**config.mk**
```make
export PLATFORM = sky130hd
export DESIGN_NAME = wcts_div
export DESIGN_NICKNAME = d
export VERILOG_FILES = /design/src/rtl/wcts_pkg.sv /design/src/rtl/wcts_div.sv
export SDC_FILE = /design/constraint.sdc
export NUM_CORES = 1
export LEC_CHECK = 0
export ABC_AREA = 1
export BUFFER_PORTS_ARGS = -buffer_cell sky130_fd_sc_hd__buf_2
export CORE_UTILIZATION = 52
export DETAILED_ROUTE_END_ITERATION = 10
export PLACE_DENSITY = 0.75
export REMOVE_ABC_BUFFERS = 1
export SLEW_MARGIN = 40
export SYNTH_ARGS = -nofsm -noshare
export SYNTH_HDL_FRONTEND = slang
export SYNTH_SLANG_ARGS = --single-unit
```
**constraint.sdc**
```tcl
create_clock -name clock -period 2.5 [get_ports clock]
set_clock_uncertainty 0.1 [all_clocks]
set_input_delay 0.25 -clock clock [delete_from_list [all_inputs] [get_ports clock]]
set_output_delay 0.25 -clock clock [all_outputs]
set_load 0.01 [all_outputs]
```
**src/rtl/wcts_pkg.sv**
```systemverilog
// -----------------------------------------------------------------------------
// wcts_pkg
// Shared types and constants for the wall column texture shader.
// -----------------------------------------------------------------------------
package wcts_pkg;

   typedef enum logic [1:0] {
      CMD_LOAD  = 2'd0,
      CMD_BEGIN = 2'd1,
      CMD_DRAW  = 2'd2,
      CMD_NONE  = 2'd3
   } cmd_type;

   typedef enum logic {
      REG_SCREEN_ROWS = 1'b0,
      REG_SHADE_BASE  = 1'b1
   } reg_type;

   localparam int STORE_AW = 12;
   localparam int ONE_Q16  = 65536;

   // shared divider: dividend up to 2^32, divisor below 2^26
   localparam int DIV_NW  = 33;
   localparam int DIV_DW  = 26;
   localparam int DIV_CW  = $clog2(DIV_NW + 1);

   localparam logic [10:0] SCREEN_ROWS_RST = 11'd240;
   localparam logic [23:0] SHADE_BASE_RST  = 24'd65536;

endpackage

```
**src/rtl/wcts_div.sv**
```systemverilog
// -----------------------------------------------------------------------------
// wcts_div
// Restoring unsigned divider, one quotient bit per cycle.
// -----------------------------------------------------------------------------
module wcts_div (
   input  logic                           clock,
   input  logic                           reset,
   input  logic                           start,
   input  logic [wcts_pkg::DIV_NW-1:0]    dividend,
   input  logic [wcts_pkg::DIV_DW-1:0]    divisor,
   output logic                           done,
   output logic [wcts_pkg::DIV_NW-1:0]    quotient
);

   logic [wcts_pkg::DIV_DW-1:0] rem_ff;
   logic [wcts_pkg::DIV_NW-1:0] quo_ff;
   logic [wcts_pkg::DIV_DW-1:0] den_ff;
   logic [wcts_pkg::DIV_CW-1:0] cnt_ff;
   logic                        done_ff;
   logic [wcts_pkg::DIV_DW:0]   shifted;
   logic                        fits;

   assign shifted  = {rem_ff, quo_ff[wcts_pkg::DIV_NW-1]};
   assign fits     = shifted >= {1'b0, den_ff};
   assign done     = done_ff;
   assign quotient = quo_ff;

   always_ff @(posedge clock) begin
      if (reset) begin
         cnt_ff  <= '0;
         done_ff <= 1'b0;
      end else begin
         done_ff <= 1'b0;
         if (start) begin
            cnt_ff <= wcts_pkg::DIV_CW'(wcts_pkg::DIV_NW);
         end else if (cnt_ff != '0) begin
            cnt_ff <= cnt_ff - 1'b1;
            if (cnt_ff == wcts_pkg::DIV_CW'(1)) begin
               done_ff <= 1'b1;
            end
         end
      end
   end

   always_ff @(posedge clock) begin
      if (start) begin
         rem_ff <= '0;
         quo_ff <= dividend;
         den_ff <= divisor;
      end else if (cnt_ff != '0) begin
         rem_ff <= fits ? wcts_pkg::DIV_DW'(shifted - {1'b0, den_ff})
                        : shifted[wcts_pkg::DIV_DW-1:0];
         quo_ff <= {quo_ff[wcts_pkg::DIV_NW-2:0], fits};
      end
   end

endmodule

```
==> After elaboration in Yosys (flattened, before gate mapping) <==
Index checks and enable logic that the tools add are counted.
{ "word_totals": {"regBits": 92, "in_bits": 62, "out_inout_bits": 34, "word_cells": 21} }
{ "op_classes": {"add_sub_neg": 2, "n_lt_le_gt_ge": 1, "n_eq_ne": 1, "mux": 6, "bitwise_logic": 1, "n_reduce_logical": 4} }
{ "op_table": {"columns": ["op", "count"], "rows": [
  ["$mux W33", 2],
  ["$ge A27 B26 Y1", 1],
  ["$mux W26", 1],
  ["$sub A26 B26 Y26", 1],
  ["$mux W6", 2],
  ["$eq A6 B1 Y1 const B", 1],
  ["$reduce_bool A6 Y1", 1],
  ["$sub A6 B1 Y6 const B", 1],
  ["$reduce_or A3 Y1", 1],
  ["$reduce_bool A2 Y1", 1],
  ["$reduce_or A2 Y1", 1],
  ["$mux W1", 1],
  ["$not A1 Y1", 1]
]} }

==> Logic depth before layout (Yosys ltp) <==
Gate-level depths: netlist of run 1.
{ "logic_depth": {"ltp_word": 3, "ltp_mapped": 16, "ltp_nobuf": 16} }

==> Worst setup path after synthesis of run 1 <==
Ideal clock, no wire load.
{ "synth_path": {"kind": "flip-flop to flip-flop", "from": "register cnt_ff[0] (netlist bit)", "to": "register quo_ff (netlist bit quotient[0]) (enable)", "setup_time_ns": 0.406, "t_arrival_ns": 1.673, "required_ns": 1.994, "slack_ns": 0.321, "path_stages_with_launch": 8, "period_less_slack_ns": 2.179, "path_cell_list": "dfxtp_1 > inv_1 > ha_1 > inv_1 > nor3_4 > inv_2 > nor2_2 > inv_1"} }
{ "synth_between": {"elab_chain_cells": 2} }
{ "synth_lines": {"columns": ["item", "line_no", "source"], "rows": [
  ["start: declaration", "wcts_div.sv:18", "logic [wcts_pkg::DIV_CW-1:0] cnt_ff;"],
  ["start signal: assignment", "wcts_div.sv:35", "cnt_ff <= wcts_pkg::DIV_CW'(wcts_pkg::DIV_NW);"],
  ["start signal: assignment", "wcts_div.sv:37", "cnt_ff <= cnt_ff - 1'b1;"],
  ["$reduce_bool A6 Y1", "wcts_div.sv:50", "end else if (cnt_ff != '0) begin"],
  ["$reduce_bool A2 Y1 (no line)", null, null],
  ["end signal: assignment", "wcts_div.sv:48", "quo_ff <= dividend;"],
  ["end signal: assignment", "wcts_div.sv:53", "quo_ff <= {quo_ff[wcts_pkg::DIV_NW-2:0], fits};"],
  ["end: declaration", "wcts_div.sv:16", "logic [wcts_pkg::DIV_NW-1:0] quo_ff;"]
]} }
Every way passes these cells.
A chain may end at the register's enable or synchronous reset.

==> Final worst setup path of run 1 <==
{ "layout_path": {"from": "register quo_ff (netlist bit quotient[32])", "to": "register rem_ff[18] (netlist bit)"} }
{ "layout_between": {"elab_chain_cells": 2, "word_cells_on_any_way": 3, "classes_between": "add/sub: 1; order compare: 1; mux: 1"} }
{ "layout_lines": {"columns": ["item", "line_no", "source"], "rows": [
  ["$sub A26 B26 Y26 / $ge A27 B26 Y1 (equally long branches)", "wcts_div.sv:51, wcts_div.sv:24", null],
  ["$mux W26 *", "wcts_div.sv:51", "rem_ff <= fits ? wcts_pkg::DIV_DW'(shifted - {1'b0, den_ff})"],
  ["end signal: assignment", "wcts_div.sv:51", null],
  ["end: declaration", "wcts_div.sv:15", "logic [wcts_pkg::DIV_DW-1:0] rem_ff;"]
]} }
Every way passes the cells marked *; elsewhere a longest branch is shown, timed or not.

==> results by group, run 1 <==
Worst setup path
  – Worst path arrival time: about 2500 ps
  – Crit path kind: reg -> reg
  – Slowest stage cell, crit path: edfxtp_1
  – Worst setup startpoint: quotient[32]$_DFFE_PP_
  – Max FO, Critical Path: 4
  – Capturing point of the worst reg2reg path: rem_ff[18]$_SDFFE_PP0N_
  – Most frequent CP cell: nand2_1
  – Endpoint class of the critical path: register
  – Crit path largest cell delay: ~400 ps
  – Crit path required time: approximately 2700 ps
  – FF-to-FF path depth: 15
  – Reg-to-reg startpoint: quotient[32]$_DFFE_PP_
  – CP Cell Sequence: inv_1 > ha_1 > inv_1 > fa_1 > nand2_1 > nand2_1 > nand3_1 > nand2_1 > nand2_1 > nand2_1 > nand2_1 > nand2_1 > nand2_1 > nand3_2 > a21oi_2
  – CP Launch Type: register
  – Reg2reg setup slack: between 200 and 250 ps

Cells and area
  – Area growth, synth to finish: 19.7%
  – Share of cells above drive strength 1: just under 20%
  – Nets: 1,036
  – Core Util, Final: between 60 and 70%
  – # diodes: 0

Synth
  – Cell taking the most area after synthesis: edfxtp_1
  – Synth top area cells: edfxtp_1 29%, nand2_1 19%, dfxtp_1 11%
  – Top cell type's share of synthesized area: 29.3%
  – Async SR Flop Fraction: 0%
  – Post-synth cell types: between 40 and 50
  – Cell area after synthesis: just over 6000 um2
  – Ys flop type: edfxtp_1
  – Most common cell in the synthesized netlist: nand2_1
  – Sequential cell area fraction in the yosys report: approximately two fifths
  – Register bit count reported by yosys: 92
  – Avg Synthesized Cell Area: about 7.4 um2
  – Top post-synthesis cells by count: 308 x nand2_1, 137 x inv_1, 59 x edfxtp_1, 42 x nor2_1, 39 x nand3_1
  – Yosys warning total: 0
  – Synthesized netlist cell count: slightly above 800
  – EDFF count, synth: approximately 60

Die
  – Core area: approximately 11,000 um2
  – Die area: about 12,000 um2
  – Chip Height: roughly 110 um
  – I/O pins: 96
  – Core Rows: 38
  – Starting density of the core: between 50% and 60%
  – Die Width: around 110 um

Pwr
  – Net Sw Frac: 43.5%
  – Flop pwr share: a little under a third
  – Pwr/cell area: 992 nW/um2
  – Max IR drop VDD: 0.554 mV
  – Internal power: ~4 mW
  – Psw: 3.12 mW
  – Leakage: about 3.9 nW
  – Clk network pwr share: between 10% and 20%
  – Comb power frac: 50.0%

Place
  – Final GP Congestion: around 0.92
  – DP HPWL: 10.7 mm
  – Port bufs: 95

CTS
  – Longest Clk Path Bufs: 2
  – H-tree levels: 3
  – Root Driver: clkbuf_16
  – Clock Sinks: 92
  – Clock buffer count from CTS: 9
  – Clock slew at reported path FFs: about 70 ps
  – TritonCTS clock tree: done
  – Post-CTS setup repair buffer count: 0
  – Clock latency at the later pin of the worst-skew pair: 350 ps

Timing
  – Fin. Hold Viols: 0
  – Post-layout min period: ~2300 ps
  – Worst slew pin tran: approximately 550 ps
  – Slew Limit Fails: 0
  – RSZ-0062 raised after global routing: no
  – Fin crit share: between 90% and 100%
  – Fmax: ~440 MHz
  – Final setup vio count: 0
  – Rel. slew slack: a little under two thirds
  – Final setup TNS: 0 ps

Global routing
  – Vias in the first global route: roughly 5,300
  – Grt total ovfl: 0
  – GRT Total Usage: 26.4%
  – Initial antenna violation count: 0
  – Largest net degree at the start of global routing: 44
  – First-pass GRT wire length: ~24 mm

Worst hold path
  – Hold Crit Start: dividend[22]
  – Hold endpoint: quotient[22]$_DFFE_PP_
  – Hold Crit Class: in -> reg
  – Worst hold stages: 3

Route
  – DR vias: approximately 5,500
  – Wire length per cell: between 10 and 15 um
  – Initial DRT Pass Iterations: 5
  – DRT antenna net count: 0
  – Initial DRC Count: roughly 320
  – Drt drc: 0
  – Final WL: roughly 15 mm
  – Vias per cell: around 5

Run
  – MaxCap Viol Count: 0

Status
  – Outcome: completed
## area by class of cell
type	count	area [um2]
multi-input combinational	560	2910
inverter	143	537
clock buffer	11	264
fill	1012	3850
sequential	92	2430
timing repair buffer	138	866
clock inverter	5	41.3
tap	140	175
## registers in the layout (all words and copies together) (netlist names)
name and flops:
den_ff 26, quotient 33, done 1, rem_ff 26
cnt_ff 6
## routing by layer
metal  wire length [um]  part of all wire [%]  GRT usage, %
met4                262                   1.8          9.81
met1               6740                    46          35.1
met2               6640                    46          42.9
met3                877                   6.0          4.56
met5                  0                     0             0
## metrics by stage
step	cells	area, um2	hold slack, ps	setup WS [ps]	total power, mW
CTS	1089	7220	57.7	139	7.15
floorplan	795	5880	219	115	4.74
finish	1089	7230	67.0	206	7.17
global placement	1046	6650	327	180	5.71
detailed placement	1046	6650	328	161	5.73
global route	1089	7230	70.4	12.2	7.77
## cell families (layout without fill, tap and decap cells)
kind of cell | after synthesis | after routing | synth area share [%]
adder cells (fa/ha/maj) | 30 | 30 | 6.34
buffers and inverters | 163 | 297 | 11.6
XOR/XNOR | 14 | 14 | 2.03
flip-flops | 92 | 92 | 40.3
AO/OA/AOI/OAI | 54 | 54 | 5.47
AND/OR/NAND/NOR | 462 | 462 | 34.3
## worst max-delay path, delay by kind of cell (launching register included)
family,cells,cell delay (ps)
DFF,1,410
adders and majority gates,2,520
AOI/OAI and AO/OA,1,120
buffers and inverters,2,150
and+or+nand+nor,10,920
## how the worst max path moves through the flow
| stage | endpoint | slack (ps) | cells past startpoint |
|---|---|---|---|
| floorplan | quotient[0]$_DFFE_PP_ | 120 | 12 |
| global placement | rem_ff[16]$_SDFFE_PP0N_ | 180 | 13 |
| detailed placement | rem_ff[16]$_SDFFE_PP0N_ | 160 | 13 |
| CTS | rem_ff[16]$_SDFFE_PP0N_ | 140 | 13 |
| global route | rem_ff[18]$_SDFFE_PP0N_ | 10 | 15 |
| finish | rem_ff[18]$_SDFFE_PP0N_ | 210 | 15 |
## repair_timing
action,4_1_cts,5_1_grt
hold buffers,27,0
endpoints found under the hold margin,27,0
setup endpoints to repair,0,1
gates resized for setup,0,2
## placed cells by master, fill, tap and decap left out, types with 2 or more instances in the layout
cell type	instances
buf_4	16
nand3_1	39
nor2_4	3
nor2_1	42
dfxtp_1	33
a21oi_1	23
dlygate4sd3_1	27
nand4_1	26
a21oi_2	10
nand2_2	13
nor2_2	8
nand3_4	2
ha_1	29
clkbuf_16	10
o21bai_1	2
edfxtp_1	59
inv_2	5
buf_2	95
clkinvlp_4	2
o21ai_0	14
nand3b_1	5
inv_1	137
nand3_2	9
xnor2_1	5
xor2_1	9
clkinv_4	2
nand2_1	307
## power groups by stage
stage	Combinational, mW	Sequential [mW]	Clock (mW)
after floorplan	2.51	2.23	0
after CTS	3.56	2.20	1.39
after global routing	4.06	2.25	1.46
after detailed placement	3.51	2.22	0
after global placement	3.48	2.23	0
final	3.58	2.21	1.38
No activity file was read; power rests on OpenSTA's default activity.
==> run 2, diff against run 1 <==
--- a/config.mk
+++ b/config.mk
@@ -7,9 +7,9 @@
 export LEC_CHECK = 0
 export ABC_AREA = 1
 export BUFFER_PORTS_ARGS = -buffer_cell sky130_fd_sc_hd__buf_2
-export CORE_UTILIZATION = 52
+export CORE_UTILIZATION = 46
 export DETAILED_ROUTE_END_ITERATION = 10
-export PLACE_DENSITY = 0.75
+export PLACE_DENSITY = 0.68
 export REMOVE_ABC_BUFFERS = 1
 export SLEW_MARGIN = 40
 export SYNTH_ARGS = -nofsm -noshare
==> results by group, run 2 (synthesis gave the netlist of run 1 again) <==
Route
  – Initial DRT Pass Iterations: 7 (+2)
  – DRT antenna net count: 0 (unchanged)
  – Wire length per cell: 13.0 um (-2.2%)
  – Initial DRC Count: 262 (-17%)
  – Vias per cell: 4.78 (-4.5%)
  – Final WL: 14.6 mm (+0.76%)
  – Drt drc: 0 (unchanged)
  – DR vias: 5,364 (-1.6%)

Cells and area
  – Max FFs per register: 33 (unchanged)
  – Nets: 1,037 (+0.097%)
  – Fillcell total: 1,262 (+25%)
  – Share of cells above drive strength 1: 19.5% (+0.19 points)
  – Area of the multi-input gates: 2920 um2 (about the same)
  – # diodes: 0 (unchanged)
  – Core Util, Final: 57.5% (-7.7 points)
  – Commonest non-fill, non-tap cells in the layout: 306 x nand2_1, 137 x inv_1, 95 x buf_2
  – Area growth, synth to finish: 21.2%
  – Commonest non-fill, non-tap cell in the layout: nand2_1
  – Register area: 2430 um2 (unchanged)

Timing
  – Fmax: 439 MHz (+0.74%)
  – Rel. slew slack: 65.4% (+2.0 points)
  – Worst slew pin tran: 515 ps (-32.7 ps)
  – Final setup TNS: 0 ps (unchanged)
  – Slew Limit Fails: 0 (unchanged)
  – Post-layout min period: 2280 ps (-17.0 ps)
  – Fin. Hold Viols: 0 (unchanged)
  – Final setup vio count: 0 (unchanged)
  – Final worst slack: 223 ps (+17.0 ps)
  – RSZ-0062 raised after global routing: no
  – Fin crit share: 91.1% (-0.68 points)

Global routing
  – Initial antenna violation count: 0 (unchanged)
  – First-pass GRT wire length: 23.7 mm (-3.0%)
  – Largest net degree at the start of global routing: 44 (unchanged)
  – GRT Total Usage: 23.0% (-3.4 points)
  – Grt total ovfl: 0 (unchanged)
  – Vias in the first global route: 4,981 (-5.6%)

CTS
  – TritonCTS clock tree: done
  – Clock slew at reported path FFs: 70 ps (about the same)
  – Clock Sinks: 92 (unchanged)
  – Clock latency at the later pin of the worst-skew pair: 350 ps (about the same)
  – H-tree levels: 3 (unchanged)
  – Root Driver: clkbuf_16
  – Longest Clk Path Bufs: 2 (unchanged)
  – Clock buffer count from CTS: 9 (unchanged)

Worst hold path
  – Hold Crit Class: in -> reg
  – Hold Crit Start: dividend[6]
  – Hold endpoint: quotient[6]$_DFFE_PP_
  – Worst hold stages: 3 (unchanged)

Worst setup path
  – Capturing point of the worst reg2reg path: rem_ff[16]$_SDFFE_PP0N_
  – Crit path required time: 2640 ps (-50 ps)
  – CP Launch Type: register
  – Reg-to-reg startpoint: quotient[32]$_DFFE_PP_
  – Reg2reg setup slack: 220 ps (+20 ps)
  – Endpoint class of the critical path: register
  – Worst path arrival time: 2420 ps (-60 ps)
  – Crit path kind: reg -> reg
  – FF-to-FF path depth: 13 (-2)
  – Max FO, Critical Path: 4 (unchanged)

Pwr
  – Pwr/cell area: 999 nW/um2 (+0.77%)
  – Max IR drop VDD: 0.442 mV (-20%)
  – Leakage: 3.91 nW (+0.78%)

Die
  – I/O pins: 96 (unchanged)
  – Core Rows: 41 (+7.9%)
  – Die area: 13,600 um2 (+13%)
  – Chip Height: 117 um (+6.2%)
  – Die Width: 117 um (+6.2%)
  – Starting density of the core: 47.5% (-7.0 points)
  – Core area: 12,700 um2 (+15%)

Place
  – Final GP Congestion: 0.952 (+3.4%)
  – DP HPWL: 10.8 mm (+0.25%)
  – Port bufs: 95 (unchanged)
  – Pre-CTS setup slack: 196 ps (+35.3 ps)

Run
  – MaxCap Viol Count: 0 (unchanged)

Status
  – Outcome: completed
==> run 2: cell count changes in the layout (fill, tap and decap cells not counted) <==
cell	before	now
buf_12	0	1
nand2_1	307	306
nand2_2	13	14
clkinv_4	2	3
clkbuf_16	10	9
bufinv_16	0	2
clkinvlp_4	2	0
==> run 2: timing repair <==
| item | 4_1_cts | 5_1_grt |
|---|---|---|
| hold buffers | 27 | 0 |
| endpoints found under the hold margin | 27 | 0 |
| setup buffers | 0 | 0 |
| resized for setup | 0 | 3 |
| endpoints found under the setup margin | 0 | 2 |
==> run 2: worst max-delay path: stages (launching register included) <==
cell and delay (ps):
edfxtp_1 400, inv_1 80, ha_1 140, inv_1 70
fa_1 390, nand2_1 100, nand2_1 80, nand3_1 130
nand2_2 120, a21oi_2 200, xor2_1 160, nand2_1 60
nand3_1 70, nand2_1 50
==> run 2: worst max path at each step <==
stage / slack [ps] / to / from / cells past startpoint
detailed placement: 200 / rem_ff[16]$_SDFFE_PP0N_ / quotient[32]$_DFFE_PP_ / 13
finish: 220 / rem_ff[16]$_SDFFE_PP0N_ / quotient[32]$_DFFE_PP_ / 13
CTS: 160 / rem_ff[16]$_SDFFE_PP0N_ / quotient[32]$_DFFE_PP_ / 13
floorplan: 120 / quotient[0]$_DFFE_PP_ / den_ff[14]$_DFFE_PP_ / 12
global route: 30 / rem_ff[14]$_SDFFE_PP0N_ / den_ff[14]$_DFFE_PP_ / 15
global placement: 200 / rem_ff[16]$_SDFFE_PP0N_ / quotient[32]$_DFFE_PP_ / 13
==> run 2: routing by layer <==
layer,up-vias,wire [um],track usage (%)
met4,0,269,8.69
li1,2824,-,-
met3,23,780,5.14
met1,2367,7000,30.8
met5,-,0,0
met2,150,6590,36.4
==> run 2: per-stage QoR <==
| stage | cell area, um2 | std cells | hold slack, ps | power (mW) |
|---|---|---|---|---|
| 2_1_floorplan | 5880 | 795 | 219 | 4.74 |
| 3_3_place_gp | 6710 | 1079 | 327 | 5.72 |
| 3_5_place_dp | 6710 | 1079 | 328 | 5.74 |
| 4_1_cts | 7310 | 1122 | 49.4 | 7.32 |
| 5_1_grt | 7320 | 1122 | 58.8 | 7.91 |
| 6_report | 7320 | 1122 | 58.6 | 7.32 |
==> run 2: area by class of cell <==
type | instances | area share, %
inverter | 143 | 7.33
timing repair buffer | 139 | 12.1
tap | 172 | 2.94
multi-input combinational | 560 | 39.8
sequential | 92 | 33.2
clock buffer | 10 | 3.26
clock inverter | 6 | 1.30
==> run 2: power by group <==
group / internal, mW / switching, mW / total, mW / leakage, nW
registers: 1.99 / 0.218 / 2.20 / 0.880
clock network: 0.912 / 0.607 / 1.52 / 0.163
logic: 1.30 / 2.29 / 3.59 / 2.86
==> run 3, diff against run 2 <==
--- a/config.mk
+++ b/config.mk
@@ -7,9 +7,11 @@
 export LEC_CHECK = 0
 export ABC_AREA = 1
 export BUFFER_PORTS_ARGS = -buffer_cell sky130_fd_sc_hd__buf_2
-export CORE_UTILIZATION = 46
+export CELL_PAD_IN_SITES_DETAIL_PLACEMENT = 1
+export CELL_PAD_IN_SITES_GLOBAL_PLACEMENT = 1
+export CORE_UTILIZATION = 42
 export DETAILED_ROUTE_END_ITERATION = 10
-export PLACE_DENSITY = 0.68
+export PLACE_DENSITY = 0.82
 export REMOVE_ABC_BUFFERS = 1
 export SLEW_MARGIN = 40
 export SYNTH_ARGS = -nofsm -noshare
==> results by group, run 3 (synthesis gave the netlist of run 1 again) <==
Timing
  – Rel. slew slack: 63.3% (-2.1 points)
  – Worst slew pin tran: 551 ps (+35.4 ps)
  – Fmax: 419 MHz (-4.6%)
  – Slew Limit Fails: 0 (unchanged)
  – RSZ-0062 raised after global routing: no
  – Fin crit share: 95.4% (+4.4 points)
  – Post-layout min period: 2390 ps (+109 ps)
  – Worst hold slack: 58.1 ps (-0.474 ps)
  – Fin. Hold Viols: 0 (unchanged)
  – Final setup vio count: 0 (unchanged)

Worst setup path
  – Worst path arrival time: 2590 ps (+170 ps)
  – CP Launch Type: register
  – Max FO, Critical Path: 4 (unchanged)
  – Crit path required time: 2710 ps (+70 ps)
  – Endpoint class of the critical path: register
  – Crit path kind: reg -> reg

Place
  – DP HPWL: 13.5 mm (+25%)
  – Final GP Congestion: 0.879 (-7.7%)
  – Post-Place Cells: 1,087 (+0.74%)
  – Placed Area: 6710 um2 (about the same)
  – Port bufs: 95 (unchanged)

Global routing
  – Grt total ovfl: 0 (unchanged)
  – Largest net degree at the start of global routing: 47 (+6.8%)
  – Met1 Track Usage GR: 30.3% (-0.50 points)
  – Initial antenna violation count: 0 (unchanged)
  – Global routing's busiest layer: met2
  – First-pass GRT wire length: 29.3 mm (+24%)
  – Met3 usage: 6.23% (+1.1 points)
  – GRT Total Usage: 25.9% (+2.9 points)
  – Met2 global-route usage: 46.3% (+9.9 points)
  – Vias in the first global route: 6,021 (+21%)

CTS
  – Clock slew at reported path FFs: 70 ps (about the same)
  – H-tree levels: 3 (unchanged)
  – Clock latency at the later pin of the worst-skew pair: 360 ps (about the same)
  – Clock Sinks: 92 (unchanged)
  – TritonCTS clock tree: done
  – Clock buffer count from CTS: 9 (unchanged)
  – Longest Clk Path Bufs: 2 (unchanged)
  – Root Driver: clkbuf_16

Pwr
  – Leakage: 3.89 nW (-0.57%)
  – Internal power: 4.02 mW (-4.2%)
  – Pwr/cell area: 1010 nW/um2 (+1.3%)
  – Max IR drop VDD: 0.418 mV (-5.3%)
  – Flop pwr share: 30.0% (about the same)
  – Psw: 3.37 mW (+8.3%)
  – Net Sw Frac: 45.6% (+3.0 points)
  – Clk network pwr share: 18.4% (-2.4 points)
  – Comb power frac: 51.6% (+2.5 points)
  – Post-route total power: 7.39 mW (+1.1%)

Worst hold path
  – Hold Crit Class: in -> reg

Cells and area
  – Area growth, synth to finish: 20.9%
  – Share of cells above drive strength 1: 20.0% (+0.51 points)
  – Non-Filler Instances: 1,131 (+0.80%)
  – # diodes: 0 (unchanged)
  – Commonest non-fill, non-tap cells in the layout: 303 x nand2_1, 137 x inv_1, 95 x buf_2
  – Max FFs per register: 33 (unchanged)
  – Nets: 1,038 (+0.096%)
  – Final Cell Area: 7310 um2 (-0.19%)
  – Commonest non-fill, non-tap cell in the layout: nand2_1
  – Fillcell total: 1,828 (+45%)

Die
  – Core area: 13,900 um2 (+9.5%)
  – Die Width: 122 um (+4.6%)
  – Chip Height: 122 um (+4.6%)
  – Die area: 14,900 um2 (+9.4%)
  – I/O pins: 96 (unchanged)
  – Core Rows: 43 (+4.9%)
  – Starting density of the core: 43.4% (-4.1 points)

Route
  – Vias per cell: 5.02 (+5.0%)
  – DRT antenna net count: 0 (unchanged)
  – Drt drc: 0 (unchanged)
  – Wire length per cell: 16.2 um (+24%)
  – Initial DRC Count: 194 (-26%)
  – Final WL: 18.3 mm (+25%)
  – Initial DRT Pass Iterations: 4 (-3)
  – DR vias: 5,676 (+5.8%)

Status
  – Outcome: completed

Run
  – MaxCap Viol Count: 0 (unchanged)
-- run 3: changes by cell type in the layout (fill, tap and decap cells not counted), sizes merged --
cell / delta
bufinv: -2
buf: +1
clkinvlp: +1
clkinv: +1
-- run 3: power by group through the flow --
| stage | Sequential, mW | Combinational, mW | Clock [mW] |
|---|---|---|---|
| final | 2.22 | 3.82 | 1.36 |
| after CTS | 2.21 | 3.76 | 1.39 |
| after global placement | 2.22 | 3.60 | 0 |
| after floorplan | 2.23 | 2.51 | 0 |
| after global routing | 2.26 | 4.25 | 1.44 |
| after detailed placement | 2.24 | 3.69 | 0 |
-- run 3: worst max-delay path, cell delays in order (launching register included) --
cell and delay [ps]:
edfxtp_1 430, inv_1 100, ha_1 160, inv_1 90, fa_2 360, nand2_2 100
nand2_2 80, nand3_1 100, nand2_2 130, nand2_1 90, nand2_1 110, xor2_1 240
nand2_1 70, nand3_1 70, nand2_1 50, inv_1 50
-- run 3: area by class of cell --
cell class	instances	area, um2	area share [%]
clock inverter	6	48.8	0.668
inverter	143	537	7.35
tap	180	225	3.08
timing repair buffer	140	881	12.1
sequential	92	2430	33.3
multi-input combinational	560	2940	40.3
clock buffer	10	239	3.27
-- run 3: repair_timing --
action,in CTS,in global routing
hold buffers,27,0
cloned,0,0
pin swaps,1,2
endpoints found under the setup margin,1,6
hold endpoints to repair,27,0
resized for setup,2,8
buffers inserted,0,1
-- run 3: metal layers --
layer  part of all wire, %  vias up
met5                     0        -
met4                   1.7        0
met3                   4.7       22
met2                    50      132
met1                    43     2701
li1                      -     2821
-- run 3: worst paths after layout --
kind / from / cells past startpoint / endpoint / slack [ps]
worst max register to register: quotient[32]$_DFFE_PP_ / 15 / rem_ff[10]$_SDFFE_PP0N_ / 110
worst min register to register: cnt_ff[3]$_SDFFE_PP0N_ / 2 / cnt_ff[3]$_SDFFE_PP0N_ / 370
worst max-delay path: quotient[32]$_DFFE_PP_ / 15 / rem_ff[10]$_SDFFE_PP0N_ / 110
worst min-delay path: dividend[21] / 3 / quotient[21]$_DFFE_PP_ / 60
-- run 3: metrics by stage --
step	setup TNS (ps)	setup WS (ps)	utilization, %
floorplan	0	115	-
global placement	-2.96	-2.96	48.1
detailed placement	-69.2	-69.2	48.1
CTS	0	35.2	52.2
global route	0	2.54	52.4
finish	0	114	52.4
